### src/lbs_pkg.sv
// Package for the linear blend vertex skinning block.
// Holds request and result types and fixed constants; no dependencies.
package lbs_pkg;

    localparam int unsigned WordsPerJoint = 12;

    typedef enum logic {
        OP_WRITE = 1'b0,
        OP_SKIN  = 1'b1
    } t_op;

    typedef struct packed {
        logic        op;
        logic [11:0] entry_addr;
        logic signed [31:0] entry_value;
        logic signed [31:0] pos_x;
        logic signed [31:0] pos_y;
        logic signed [31:0] pos_z;
        logic [31:0] joint_ids;
        logic [31:0] weights;
    } t_req;

    typedef struct packed {
        logic signed [31:0] skinned_x;
        logic signed [31:0] skinned_y;
        logic signed [31:0] skinned_z;
        logic        was_skinned;
    } t_res;

    // One task for the back end: a palette write or one influence of a vertex.
    typedef struct packed {
        logic        is_write;
        logic [11:0] addr;
        logic [31:0] wdata;
        logic signed [31:0] pos_x;
        logic signed [31:0] pos_y;
        logic signed [31:0] pos_z;
        logic [7:0]  joint;
        logic [7:0]  weight;
        logic        used;
        logic        first;
        logic        last;
        logic        any;
    } t_task;

endpackage

### src/lbs_front.sv
// Front end: takes requests and splits a vertex into one task per influence.
// Depends on lbs_pkg.
module lbs_front #(
    parameter int unsigned INFLUENCES = 4,
    parameter int unsigned MAX_JOINTS = 256
) (
    input  logic          i_clk,
    input  logic          i_rst_n,
    input  logic          i_valid,
    output logic          o_ready,
    input  lbs_pkg::t_req i_req,
    input  logic [8:0]    i_num_joints,
    output logic          o_valid,
    input  logic          i_ready,
    output lbs_pkg::t_task o_task
);
    localparam int unsigned KW = (INFLUENCES > 1) ? $clog2(INFLUENCES) : 1;

    logic [KW-1:0] r_k, n_k;
    logic [1:0]    w_sel;
    logic [7:0]    w_id, w_wt;
    logic          w_last, w_any;
    logic [8:0]    w_limit;

    always_comb begin
        w_sel = 2'(r_k);
        w_id = 8'd0;
        w_wt = 8'd0;
        if ({{(32-KW){1'b0}}, r_k} < 32'd4) begin
            w_id = i_req.joint_ids[{w_sel, 3'b000} +: 8];
            w_wt = i_req.weights[{w_sel, 3'b000} +: 8];
        end
        // Only the bytes of influences that exist count toward skinning.
        w_any = 1'b0;
        for (int k = 0; k < 4; k++) begin
            if (k < INFLUENCES && i_req.weights[8*k +: 8] != 8'd0) begin
                w_any = 1'b1;
            end
        end
        w_last = (i_req.op == lbs_pkg::OP_WRITE) || (r_k == KW'(INFLUENCES - 1));
        w_limit = (i_num_joints > 9'(MAX_JOINTS)) ? 9'(MAX_JOINTS) : i_num_joints;
    end

    assign o_valid = i_valid;
    assign o_ready = i_ready && w_last;

    always_comb begin
        o_task.is_write = (i_req.op == lbs_pkg::OP_WRITE);
        o_task.addr     = i_req.entry_addr;
        o_task.wdata    = i_req.entry_value;
        o_task.pos_x    = i_req.pos_x;
        o_task.pos_y    = i_req.pos_y;
        o_task.pos_z    = i_req.pos_z;
        o_task.joint    = w_id;
        o_task.weight   = w_wt;
        o_task.used     = (w_wt != 8'd0) && ({1'b0, w_id} < w_limit);
        o_task.first    = (r_k == '0);
        o_task.last     = w_last;
        o_task.any      = w_any;
    end

    always_comb begin
        n_k = r_k;
        if (i_valid && i_ready) begin
            n_k = w_last ? '0 : r_k + KW'(1);
        end
    end

    always_ff @(posedge i_clk) begin
        if (!i_rst_n) begin
            r_k <= '0;
        end else begin
            r_k <= n_k;
        end
    end
endmodule

### config.mk
export PLATFORM = sky130hd
export DESIGN_NAME = lbs_front
export DESIGN_NICKNAME = d
export VERILOG_FILES = /design/src/lbs_pkg.sv /design/src/lbs_front.sv
export SDC_FILE = /design/constraint.sdc
export NUM_CORES = 1
export LEC_CHECK = 0
export BUFFER_PORTS_ARGS = -buffer_cell sky130_fd_sc_hd__buf_2
export CAP_MARGIN = 30
export CELL_PAD_IN_SITES_DETAIL_PLACEMENT = 0
export CELL_PAD_IN_SITES_GLOBAL_PLACEMENT = 2
export CORE_AREA = 2 2 149 151
export CTS_CLUSTER_DIAMETER = 80
export DETAILED_ROUTE_END_ITERATION = 10
export DIE_AREA = 0 0 151 153
export HOLD_SLACK_MARGIN = 0.15
export PLACE_DENSITY_LB_ADDON = 0.1
export SLEW_MARGIN = 0
export SYNTH_ARGS = -nofsm -noshare
export SYNTH_HDL_FRONTEND = slang
export SYNTH_SLANG_ARGS = --single-unit
### constraint.sdc
create_clock -name i_clk -period 5.2 [get_ports i_clk]
set_input_delay 0.26 -clock i_clk [delete_from_list [all_inputs] [get_ports i_clk]]
set_output_delay 0.26 -clock i_clk [all_outputs]
set_load 0.02 [all_outputs]
======== Word level (Yosys, flattened, before mapping) ========
Cells that the tools add are included.
word-level totals
  output and inout bits ................... 163
  logic and storage cells ................. 24
  input bits .............................. 218
  bits in registers ....................... 2
cells by class
  muxes and demuxes ....................... 6
  reduce and logical (&&, ||, !) cells .... 10
  shift operators ......................... 2
  equality and inequality tests ........... 1
  $add $sub $neg .......................... 1
  order comparisons ....................... 2
  bitwise operators ....................... 1
operator list
  cell                   count
  $shiftx A32 B6 Y8      2
  $reduce_bool A8 Y1     5
  $gt A9 B9 Y1 const B   1
  $lt A8 B9 Y1           1
  $mux W9                1
  $mux W1                4
  $logic_and A1 B1 Y1    3
  $add A2 B1 Y2 const B  1
  $eq A2 B2 Y1 const B   1
  $logic_not A2 Y1       1
  $mux W2                1
  $logic_or A1 B1 Y1     1
  $not A1 Y1             1

======== Longest topological paths before layout ========
  depth in word-level cells ............... 5
  depth in mapped cells ................... 8
  mapped depth without buffers ............ 6

======== Least setup slack after synthesis ========
OpenSTA, ideal clock, no wires.
  path kind ............................... flip-flop to output port
  start ................................... register r_k[0]
  end ..................................... output port o_task[3] in the netlist's numbering
  buffers on the path ..................... 2
  path slack .............................. 2.374 ns
  stages on the path, launching flop included .. 9
  arrival ................................. 2.566 ns
  data required time ...................... 4.940 ns
  path through ............................ dfxtp_1 -> buf_6 -> buf_2 -> mux4_2 -> ha_1 -> a21o_1 -> a21oi_1 -> o32ai_1 -> nor3_1
RTL lines
  item                    RTL line         RTL
  start, declared         lbs_front.sv:19  logic [KW-1:0] r_k, n_k;
  start signal, assigned  lbs_front.sv:73  r_k <= n_k;
  end, declared           lbs_front.sv:15  output lbs_pkg::t_task o_task

==> summary.md <==
| Metric | Value |
|---|---|
| Cell Rows | `54` |
| Post-route setup slack | `2070 ps` |
| Clock tree root buffer cell | `clkbuf_16` |
| CTS H-tree depth | `1` |
| R2R Setup Slk | `3160 ps` |
| Most frequent cells in the layout | `buf_2, mux4_2, ha_1` |
| Grt total ovfl | `0` |
| Port buffer count | `100` |
| Via density | `2.70` |
| Max-slew headroom | `48.1%` |
| YS warnings | `0` |
| Starting Density | `8.75%` |
| Tmin final | `3130 ps` |
| Hold WC Path Type | `in2reg` |
| Power, Total | `247 uW` |
| Number of top-level pins | `between 300 and 400` |
| Syn Inst Count | `219` |
| Synthesized Nets | `approximately 450` |
| F_max | `319 MHz` |
| Area of the die | `0.0231 mm^2` |
| GRT Overall Usage | `5.36%` |
| Avg Cell Area, Syn | `between 8 and 9 um^2` |
| First-pass detailed-route iteration total | `3` |
| Maximum vdd drop | `47.6 uV` |
| Power Dens Cells | `~140 mW/mm^2` |
| Post-CTS Hold Buffers | `0` |
| Initial antenna violation count | `0` |
| Clock Tree Buf Depth | `2` |
| Num Clock Sinks | `2` |
| Crit-path max FO | `12` |
| Fin Setup TNS | `0 ps` |
| Yosys reg bits | `2` |
| Filler instances | `2528` |
| Part of the cycle the worst path needs | `roughly 60%` |
| DP Area | `0.00166 mm^2` |
| Worst slew pin tran | `777 ps` |
| CP Data Required Time | `4940 ps` |
| Wirelength, routed | `about 6500 um` |
| Status | `finished, final reports clean` |
| Post-CTS Setup Inserts | `0` |
| Reg with most FFs | `r_k` |
| Height of the die | `153 um` |
| MaxCap Viol Count | `0` |
| Slew Limit Fails | `0` |
| Final Setup Violations | `0` |
| Regs by FF count | `r_k (2)` |
| Final core occ | `just over 8%` |
| P&R area growth vs syn | `-7.52%` |
| Vias in the first global route | `approximately 1500` |
| Core ar. | `about 0.021 mm^2` |
| Layout cell share with drive strength beyond 1 | `between 60% and 70%` |
| Routed Antenna Nets | `0` |
| Top-area cell type share of the netlist area | `57.1%` |
| Sequential share of the synthesized area | `2.13%` |
| Max Clock Skew | `~1.2 ps` |
| Clock transition at the registers of the reported paths | `30 ps` |
| CTS tree | `done` |
| N_diodes | `0` |
| Startpoint Class | `flip-flop` |
| CP endpoint kind | `primary output` |
| Largest area contributor in the netlist | `buf_4` |
| Largest net degree at the start of global routing | `14` |
| CP Data Arrival Time | `2870 ps` |
| Most common cell after layout, fill and taps aside | `buf_2` |
| Cts bufs inserted | `3` |
| Worst skew pair latency | `220 ps` |
| CTS resizes | `0` |
| Final Hold Vio Count | `0` |
| Synth top area cells | `buf_4, mux4_2, ha_1, nand2b_1, nor4_1` |
| Final instance area | `0.00174 mm^2` |
| Die Wd | `151 um` |
| Max FFs per register | `2` |
| Synth cell types | `25` |
| RSZ-0062 raised after global routing | `no` |
| Kind of critical path | `reg2out` |
| Place WS | `2120 ps` |
| Pleak | `0.000681 uW` |
| Via count | `about 1200` |
| RePlAce Congestion | `0.652` |
| DP HPWL | `5910 um` |
| First-pass GRT wire length | `9230 um` |
| Cell Area, Synth | `0.00188 mm^2` |
| DRC | `0` |
| Layout Nets | `~410` |
| DRT iter0 DRCs | `10` |
| Drt wl/cell | `approximately 14 um` |
[stage by stage]
step	hold slack (ps)	cells
after floorplan	388	219
after global placement	513	452
after detailed placement	520	453
after CTS	290	456
after global routing	302	456
final	289	456
[worst paths after layout]
| kind | start | end | cells after the start |
|---|---|---|---|
| setup reg to reg | r_k[0]$_SDFFE_PN0P_ | r_k[1]$_SDFFE_PN0P_ | 6 |
| setup / recovery | r_k[0]$_SDFFE_PN0P_ | o_task[3] | 6 |
| hold / removal | i_rst_n | r_k[1]$_SDFFE_PN0P_ | 2 |
| hold reg to reg | r_k[1]$_SDFFE_PN0P_ | r_k[1]$_SDFFE_PN0P_ | 2 |
[power by group]
group	switching (uW)	internal, uW	leakage (uW)
registers	2.53	15.9	0.0000162
logic	58.9	55.7	0.000628
clock network	16.4	97.7	0.0000370
total	77.8	169	0.000681
[layer usage]
| layer | share of wire (%) | track usage, % | wire length (um) | vias to the layer above |
|---|---|---|---|---|
| li1 | - | - | - | 521 |
| met1 | 30 | 4.79 | 1990 | 566 |
| met2 | 54 | 10.2 | 3540 | 92 |
| met3 | 11 | 2.33 | 751 | 50 |
| met4 | 3.8 | 2.36 | 251 | 0 |
| met5 | 0 | 0 | 0 | - |
[layout make-up]
cell class,count,area (um^2),share of cell area [%]
clock buffer,3,75.1,4.32
inverter,3,11.3,0.648
multi-input combinational,66,726,41.8
sequential,2,40.0,2.30
tap,280,350,20.2
timing repair buffer,102,536,30.8
[cells by family (layout without fill, tap and decap cells)]
family | after synthesis | after routing | share of synthesized area [%]
AOI/OAI and AO/OA | 8 | 8 | 2.73
adders and majority gates | 9 | 9 | 5.99
buffers and inverters | 151 | 108 | 59.3
DFF | 2 | 2 | 2.13
muxes | 16 | 16 | 19.2
and+or+nand+nor | 33 | 33 | 10.7
[Yosys cell counts]
| cell type | count |
|---|---|
| a21o_1 | 2 |
| a21oi_1 | 4 |
| a22oi_1 | 1 |
| and2_1 | 1 |
| buf_2 | 2 |
| buf_4 | 143 |
| buf_6 | 1 |
| clkbuf_1 | 2 |
| dfxtp_1 | 2 |
| ha_1 | 9 |
| inv_1 | 3 |
| mux4_2 | 16 |
| nand2_1 | 1 |
| nand2b_1 | 8 |
| nand3_1 | 1 |
| nand4_1 | 3 |
| nand4b_1 | 1 |
| nor2_1 | 2 |
| nor2b_1 | 2 |
| nor3_1 | 2 |
| nor3b_1 | 1 |
| nor4_1 | 8 |
| o32ai_1 | 1 |
| or2_1 | 1 |
| or4_1 | 2 |
[critical path: stages, from the launching register on]
cell and delay (ps):
dfxtp_1 810, buf_4 340, mux4_2 530, or4_1 560, nor2_1 170, nor3_1 70, buf_2 170
No activity file was read; power rests on OpenSTA's default activity.
