### config.mk
export PLATFORM = sky130hd
export DESIGN_NAME = lbs_fifo
export DESIGN_NICKNAME = d
export VERILOG_FILES = /design/src/lbs_pkg.sv /design/src/lbs_fifo.sv
export SDC_FILE = /design/constraint.sdc
export NUM_CORES = 1
export LEC_CHECK = 0
export BUFFER_PORTS_ARGS = -buffer_cell sky130_fd_sc_hd__buf_2
export CORE_ASPECT_RATIO = 1.2
export CORE_UTILIZATION = 35
export DETAILED_ROUTE_END_ITERATION = 10
export PLACE_DENSITY = 0.66
export SYNTH_ARGS = -nofsm -noshare
export SYNTH_HDL_FRONTEND = slang
export SYNTH_SLANG_ARGS = --single-unit
export TNS_END_PERCENT = 30
### constraint.sdc
create_clock -name i_clk -period 8.55 [get_ports i_clk]
set_input_delay 1.71 -clock i_clk [delete_from_list [all_inputs] [get_ports i_clk]]
set_output_delay 1.71 -clock i_clk [all_outputs]
set_load 0.05 [all_outputs]
### src/lbs_pkg.sv
// Package for the linear blend vertex skinning block.
// Holds request and result types and fixed constants; no dependencies.
package lbs_pkg;

    localparam int unsigned WordsPerJoint = 12;

    typedef enum logic {
        OP_WRITE = 1'b0,
        OP_SKIN  = 1'b1
    } t_op;

    typedef struct packed {
        logic        op;
        logic [11:0] entry_addr;
        logic signed [31:0] entry_value;
        logic signed [31:0] pos_x;
        logic signed [31:0] pos_y;
        logic signed [31:0] pos_z;
        logic [31:0] joint_ids;
        logic [31:0] weights;
    } t_req;

    typedef struct packed {
        logic signed [31:0] skinned_x;
        logic signed [31:0] skinned_y;
        logic signed [31:0] skinned_z;
        logic        was_skinned;
    } t_res;

    // One task for the back end: a palette write or one influence of a vertex.
    typedef struct packed {
        logic        is_write;
        logic [11:0] addr;
        logic [31:0] wdata;
        logic signed [31:0] pos_x;
        logic signed [31:0] pos_y;
        logic signed [31:0] pos_z;
        logic [7:0]  joint;
        logic [7:0]  weight;
        logic        used;
        logic        first;
        logic        last;
        logic        any;
    } t_task;

endpackage

### src/lbs_fifo.sv
// Short queue between the front and back ends.
// Depends on lbs_pkg.
module lbs_fifo (
    input  logic           i_clk,
    input  logic           i_rst_n,
    input  logic           i_valid,
    output logic           o_ready,
    input  lbs_pkg::t_task i_data,
    output logic           o_valid,
    input  logic           i_ready,
    output lbs_pkg::t_task o_data
);
    lbs_pkg::t_task r_mem [2];
    logic r_wp, r_rp;
    logic [1:0] r_cnt;
    logic w_push, w_pop;

    assign o_ready = (r_cnt != 2'd2);
    assign o_valid = (r_cnt != 2'd0);
    assign o_data  = r_mem[r_rp];
    assign w_push  = i_valid && o_ready;
    assign w_pop   = o_valid && i_ready;

    always_ff @(posedge i_clk) begin
        if (w_push) begin
            r_mem[r_wp] <= i_data;
        end
    end

    always_ff @(posedge i_clk) begin
        if (!i_rst_n) begin
            r_wp <= 1'b0;
            r_rp <= 1'b0;
            r_cnt <= 2'd0;
        end else begin
            if (w_push) r_wp <= ~r_wp;
            if (w_pop) r_rp <= ~r_rp;
            r_cnt <= r_cnt + {1'b0, w_push} - {1'b0, w_pop};
        end
    end
endmodule

Word-level counts from Yosys, hierarchy flattened

Memory sizes are Yosys's and may differ from the RTL's. A register that Yosys moved wholly into a read port is not among the register bits.
Cells that the tools add are included.

Memories kept: 1
Register bits: 4
Bits in read-only memories: 0
Latch bits: 0
Word-level logic and storage cells: 16
Bits in writable memories: 322
Input port bits: 165
Output and inout port bits: 163

Add/sub/neg operators: 2
Shifts and indexed selects: 0
Magnitude comparators: 0
Div/mod/pow operators: 0
Multiplexer cells: 4
Reduce and logical (&&, ||, !) cells: 3
Eq/ne operators: 1
Bitwise operators: 2
$mul: 0

Memories:

| name  | words | width | rd ports | clocked after memory_dff | wr ports | RTL line       | RTL |
|---|---|---|---|---|---|---|---|
| r_mem | 2     | 161   | 1        | 1                        | 1        | lbs_fifo.sv:13 | `lbs_pkg::t_task r_mem [2];` |

Operators by type and width:

| operator                                    | number |
|---|---|
| 1-bit 2-to-1 mux                            | 4 |
| 2-bit by 1-bit adder with 2-bit output      | 1 |
| 1-bit logical AND                           | 2 |
| 2-bit != test (second input constant)       | 1 |
| 1-bit inverter                              | 2 |
| 2-bit nonzero test                          | 1 |
| 2-bit by 1-bit subtractor with 2-bit output | 1 |

Logic depth before layout (Yosys ltp)

Depth in word-level cells: 4
Gate-level depth with buffers: 8
Depth with buffers taken out: 8

Worst setup path before layout

OpenSTA, ideal clock, no wires.

Path type: input port to flip-flop
Start: in i_valid
End: mem r_mem[0][0] (netlist name), enable pin
Data arrival time: 8.511 ns
Path buffers: 0
Stages on the path: 2
Setup slack: -0.645 ns
Library setup time: 0.685 ns
Data required time: 7.865 ns
Cells stage by stage: nand2_1 -> nor2_1

Word-level cells in the longest chain between the ends: 3

RTL lines:

| what                                   | RTL line       | RTL |
|---|---|---|
| start, declared                        | lbs_fifo.sv:6  | `input logic i_valid,` |
| 1-bit logical AND                      | lbs_fifo.sv:21 | `assign w_push = i_valid && o_ready;` |
| 1-bit 2-to-1 mux                       | lbs_fifo.sv:25 | `if (w_push) begin` |
| 1-bit 2-to-1 mux (not written as such) | lbs_fifo.sv:26 | `r_mem[r_wp] <= i_data;` |
| end, declared                          | lbs_fifo.sv:13 |  |

No other way between the ends.

==> impl_metrics.json <==
{
  "status": "finished clean",
  "vdd_drop_max_mv": 0.261,
  "critPathTopFamily": "buffers and inverters",
  "die_width_um": 173,
  "hold_path.startpoint": "r_rp",
  "flow.area_growth_from_synthesis_pct": 26.2,
  "setup_total_negative_slack_ns": 0,
  "detailroute.via_count": 6036,
  "holdPathStages": 2,
  "finalWirelength_um": 23600,
  "worst_r2r_endpoint": "r_mem[0][143]",
  "slowest_delay_ns": 1.01,
  "drt.antenna.violating_nets": 0,
  "worst_hold_class": "register to register",
  "final.period_utilization_pct": 55.9,
  "r2r_setup_slack_ns": 5.69,
  "htreeDepth": 2,
  "critical_path.reg2reg.startpoint": "r_cnt[0]",
  "cts.sink_count": 327,
  "drt-initial-drc-count": 247,
  "max_clock_freq_mhz": 209,
  "rr_worst_depth": 4,
  "hpwlAfterDp_um": 15300,
  "clock_skew_ns": 0.0167,
  "timing.critical_path.slowest_stage_cell": "sky130_fd_sc_hd__dfxtp_4",
  "cts_post_setup_buffers_inserted": 0,
  "gate_count_post_synth": 525,
  "yosysWarnings": 0,
  "syn-num-nets": 692,
  "cts.repair.resized": 0,
  "clock_insertion_delay_worst_skew_ns": 0.52,
  "detailed_router_iteration_count_before_antenna_repair": 4,
  "netlist_area_um2": 12200,
  "grt_overflow": 0,
  "cts_buffers": 34,
  "core_um2": 34200,
  "power_per_cell_area_nw_per_um2": 343,
  "worst_ep_required_time_ns": 6.84,
  "final.fill_count": 2988,
  "critical_path.cell_chain": "buf_4 -> mux2_2 -> buf_2",
  "tightest_slew_ns": 1.04,
  "layout.nets": 1043,
  "floorplan.io_pins": 328,
  "ys_types": 18,
  "drv.max_cap_violation_count": 0,
  "clockBufferDepth": 3,
  "cellLeakagePower_nw": 5.86,
  "worst-path-buf-inv": 2,
  "grt_start_max_net_pins": 71,
  "initial_utilization_pct": 35.7,
  "synth.yosys.seq_area_share_pct": 80.0,
  "number_of_hold_buffers_added_after_cts": 0,
  "finalMaxSlewViolations": 0,
  "die_h_um": 207,
  "synth.avg_cell_area_um2": 23.3,
  "antenna_found_initial": 2,
  "grt_pass1_vias": 6290,
  "post_drt_via_cell_ratio": 4.44,
  "grt_setup_unrepaired": "false",
  "cts.clk_slew.worst_paths_ns": 0.06,
  "place.port_buffers": 327,
  "total_power_w": 0.00529,
  "average_wire_length_per_cell_after_detail_routing_um": 17.4,
  "worstSetupEndpointType": "output pin",
  "least_setup_slack_across_all_paths_after_layout_ns": 3.77,
  "track_usage_pct": 12.7,
  "tritoncts": "built",
  "hold_slack_ns": 0.531,
  "drc_errors": 0,
  "peak_fanout_along_the_critical_path": 70,
  "clock_tree.root_cell": "sky130_fd_sc_hd__clkbuf_16",
  "postLayoutCoreUtil_pct": 45.1,
  "timing.setup.critical_path_class": "register to output pin",
  "critPathLaunchType": "register",
  "first_pass_grt_wire_length_um": 34700,
  "final.min_clock_period_ns": 4.78,
  "yosys_register_bits": 327,
  "gpl.final_weighted_congestion": 0.720,
  "relSlewSlack_pct": 30.3,
  "fraction_of_layout_cells_with_a_size_suffix_above_1_pct": 60.7,
  "core.rowCount": 74,
  "design.die.area_um2": 35600,
  "pre_cts_ws_ns": 4.24,
  "setup_violations": 0,
  "worst_ep_arrival_time_ns": 3.07,
  "hold_vio_cnt_final": 0
}
cell families after synthesis:
family / share of synthesized area (%)
buffers and inverters: 1.33
AO/OA/AOI/OAI: 0.0615
flip-flops: 80.0
AND/OR/NAND/NOR: 0.502
multiplexers: 17.7
adder cells (fa/ha/maj): 0.205
XOR/XNOR: 0.215
cells in the final DEF, fill, tap and decap left out:
cell type and instances:
sky130_fd_sc_hd__buf_2 327, sky130_fd_sc_hd__edfxtp_1 322, sky130_fd_sc_hd__mux2_4 90, sky130_fd_sc_hd__mux2_2 71
sky130_fd_sc_hd__clkbuf_16 37, sky130_fd_sc_hd__clkbuf_1 8, sky130_fd_sc_hd__clkinv_2 6, sky130_fd_sc_hd__buf_4 6
sky130_fd_sc_hd__dfxtp_1 4, sky130_fd_sc_hd__diode_2 3, sky130_fd_sc_hd__xnor2_1 3, sky130_fd_sc_hd__clkinv_1 3
sky130_fd_sc_hd__nand2b_1 2, sky130_fd_sc_hd__nand2_1 2, sky130_fd_sc_hd__nor2b_1 2, sky130_fd_sc_hd__and2_1 2
sky130_fd_sc_hd__ha_1 2, sky130_fd_sc_hd__bufinv_16 2, sky130_fd_sc_hd__clkinv_4 2, sky130_fd_sc_hd__o21a_1 1
sky130_fd_sc_hd__or2_2 1, sky130_fd_sc_hd__inv_1 1, sky130_fd_sc_hd__and3_4 1, sky130_fd_sc_hd__nor2_4 1
sky130_fd_sc_hd__mux2i_1 1, sky130_fd_sc_hd__dfxtp_4 1, sky130_fd_sc_hd__clkinvlp_4 1
metrics by stage:
step,cells,cell area (um2)
after detailed placement,1296,14300
final,1358,15400
after global routing,1357,15400
after CTS,1355,15400
after floorplan,525,12200
after global placement,1296,14300
synthesized netlist by cell type:
| master | instances | area [um2] |
|---|---|---|
| sky130_fd_sc_hd__buf_2 | 7 | 35.0 |
| sky130_fd_sc_hd__nor2_1 | 1 | 3.75 |
| sky130_fd_sc_hd__buf_6 | 11 | 124 |
| sky130_fd_sc_hd__nor2b_1 | 2 | 12.5 |
| sky130_fd_sc_hd__ha_1 | 2 | 25.0 |
| sky130_fd_sc_hd__or2_2 | 1 | 6.26 |
| sky130_fd_sc_hd__xnor2_1 | 3 | 26.3 |
| sky130_fd_sc_hd__o21a_1 | 1 | 7.51 |
| sky130_fd_sc_hd__and2_1 | 2 | 12.5 |
| sky130_fd_sc_hd__dfxtp_1 | 5 | 100 |
| sky130_fd_sc_hd__inv_1 | 1 | 3.75 |
| sky130_fd_sc_hd__edfxtp_1 | 322 | 9670 |
| sky130_fd_sc_hd__mux2i_1 | 1 | 10.0 |
| sky130_fd_sc_hd__nand2_1 | 2 | 7.51 |
| sky130_fd_sc_hd__mux2_2 | 71 | 800 |
| sky130_fd_sc_hd__and3_1 | 1 | 6.26 |
| sky130_fd_sc_hd__mux2_4 | 90 | 1350 |
| sky130_fd_sc_hd__nand2b_1 | 2 | 12.5 |
flip-flops by register name, indices dropped and copies added, names as in the netlist, named ones only:
signal  count
r_mem     322
r_cnt       2
r_wp        1
r_rp        1
worst reg2reg max path, stage by stage (launching register included):
cell and delay (ns):
sky130_fd_sc_hd__dfxtp_1 0.37, sky130_fd_sc_hd__nand2b_1 0.19, sky130_fd_sc_hd__nand2_1 0.16, sky130_fd_sc_hd__nor2_4 0.81, sky130_fd_sc_hd__buf_4 0.86
metal layers:
metal | wire [um] | global-route usage, %
met5 | 0 | 0
met4 | 612 | 5.61
met1 | 9040 | 14.2
met3 | 1720 | 4.10
met2 | 12300 | 22.2
worst max path at each step:
stage	depth (start not counted)	end	startpoint	slack, ns
after global placement	3	o_data[160]	register	4.23
after CTS	3	o_data[160]	register	3.67
final	3	o_data[160]	register	3.77
after floorplan	2	r_mem[0][0]	i_valid	2.08
after detailed placement	3	o_data[160]	register	4.24
after global routing	3	o_data[160]	register	3.58
cell type report:
cell class | count | area [um2] | share of cell area [%]
Tap cell | 456 | 571 | 3.70
Clock inverter | 14 | 126 | 0.820
Sequential cell | 327 | 9770 | 63.4
Timing Repair Buffer | 333 | 1680 | 10.9
Multi-Input combinational cell | 179 | 2290 | 14.9
Antenna cell | 3 | 7.51 | 0.0487
Clock buffer | 45 | 956 | 6.20
Inverter | 1 | 3.75 | 0.0244
report_power, final:
group / total, W / switching (W) / leakage, nW / internal (W)
logic: 0.00175 / 0.00123 / 2.28 / 0.000526
registers: 0.00211 / 0.0000929 / 3.05 / 0.00202
clock network: 0.00143 / 0.000581 / 0.530 / 0.000848
Power figures use the tool's default switching activity.
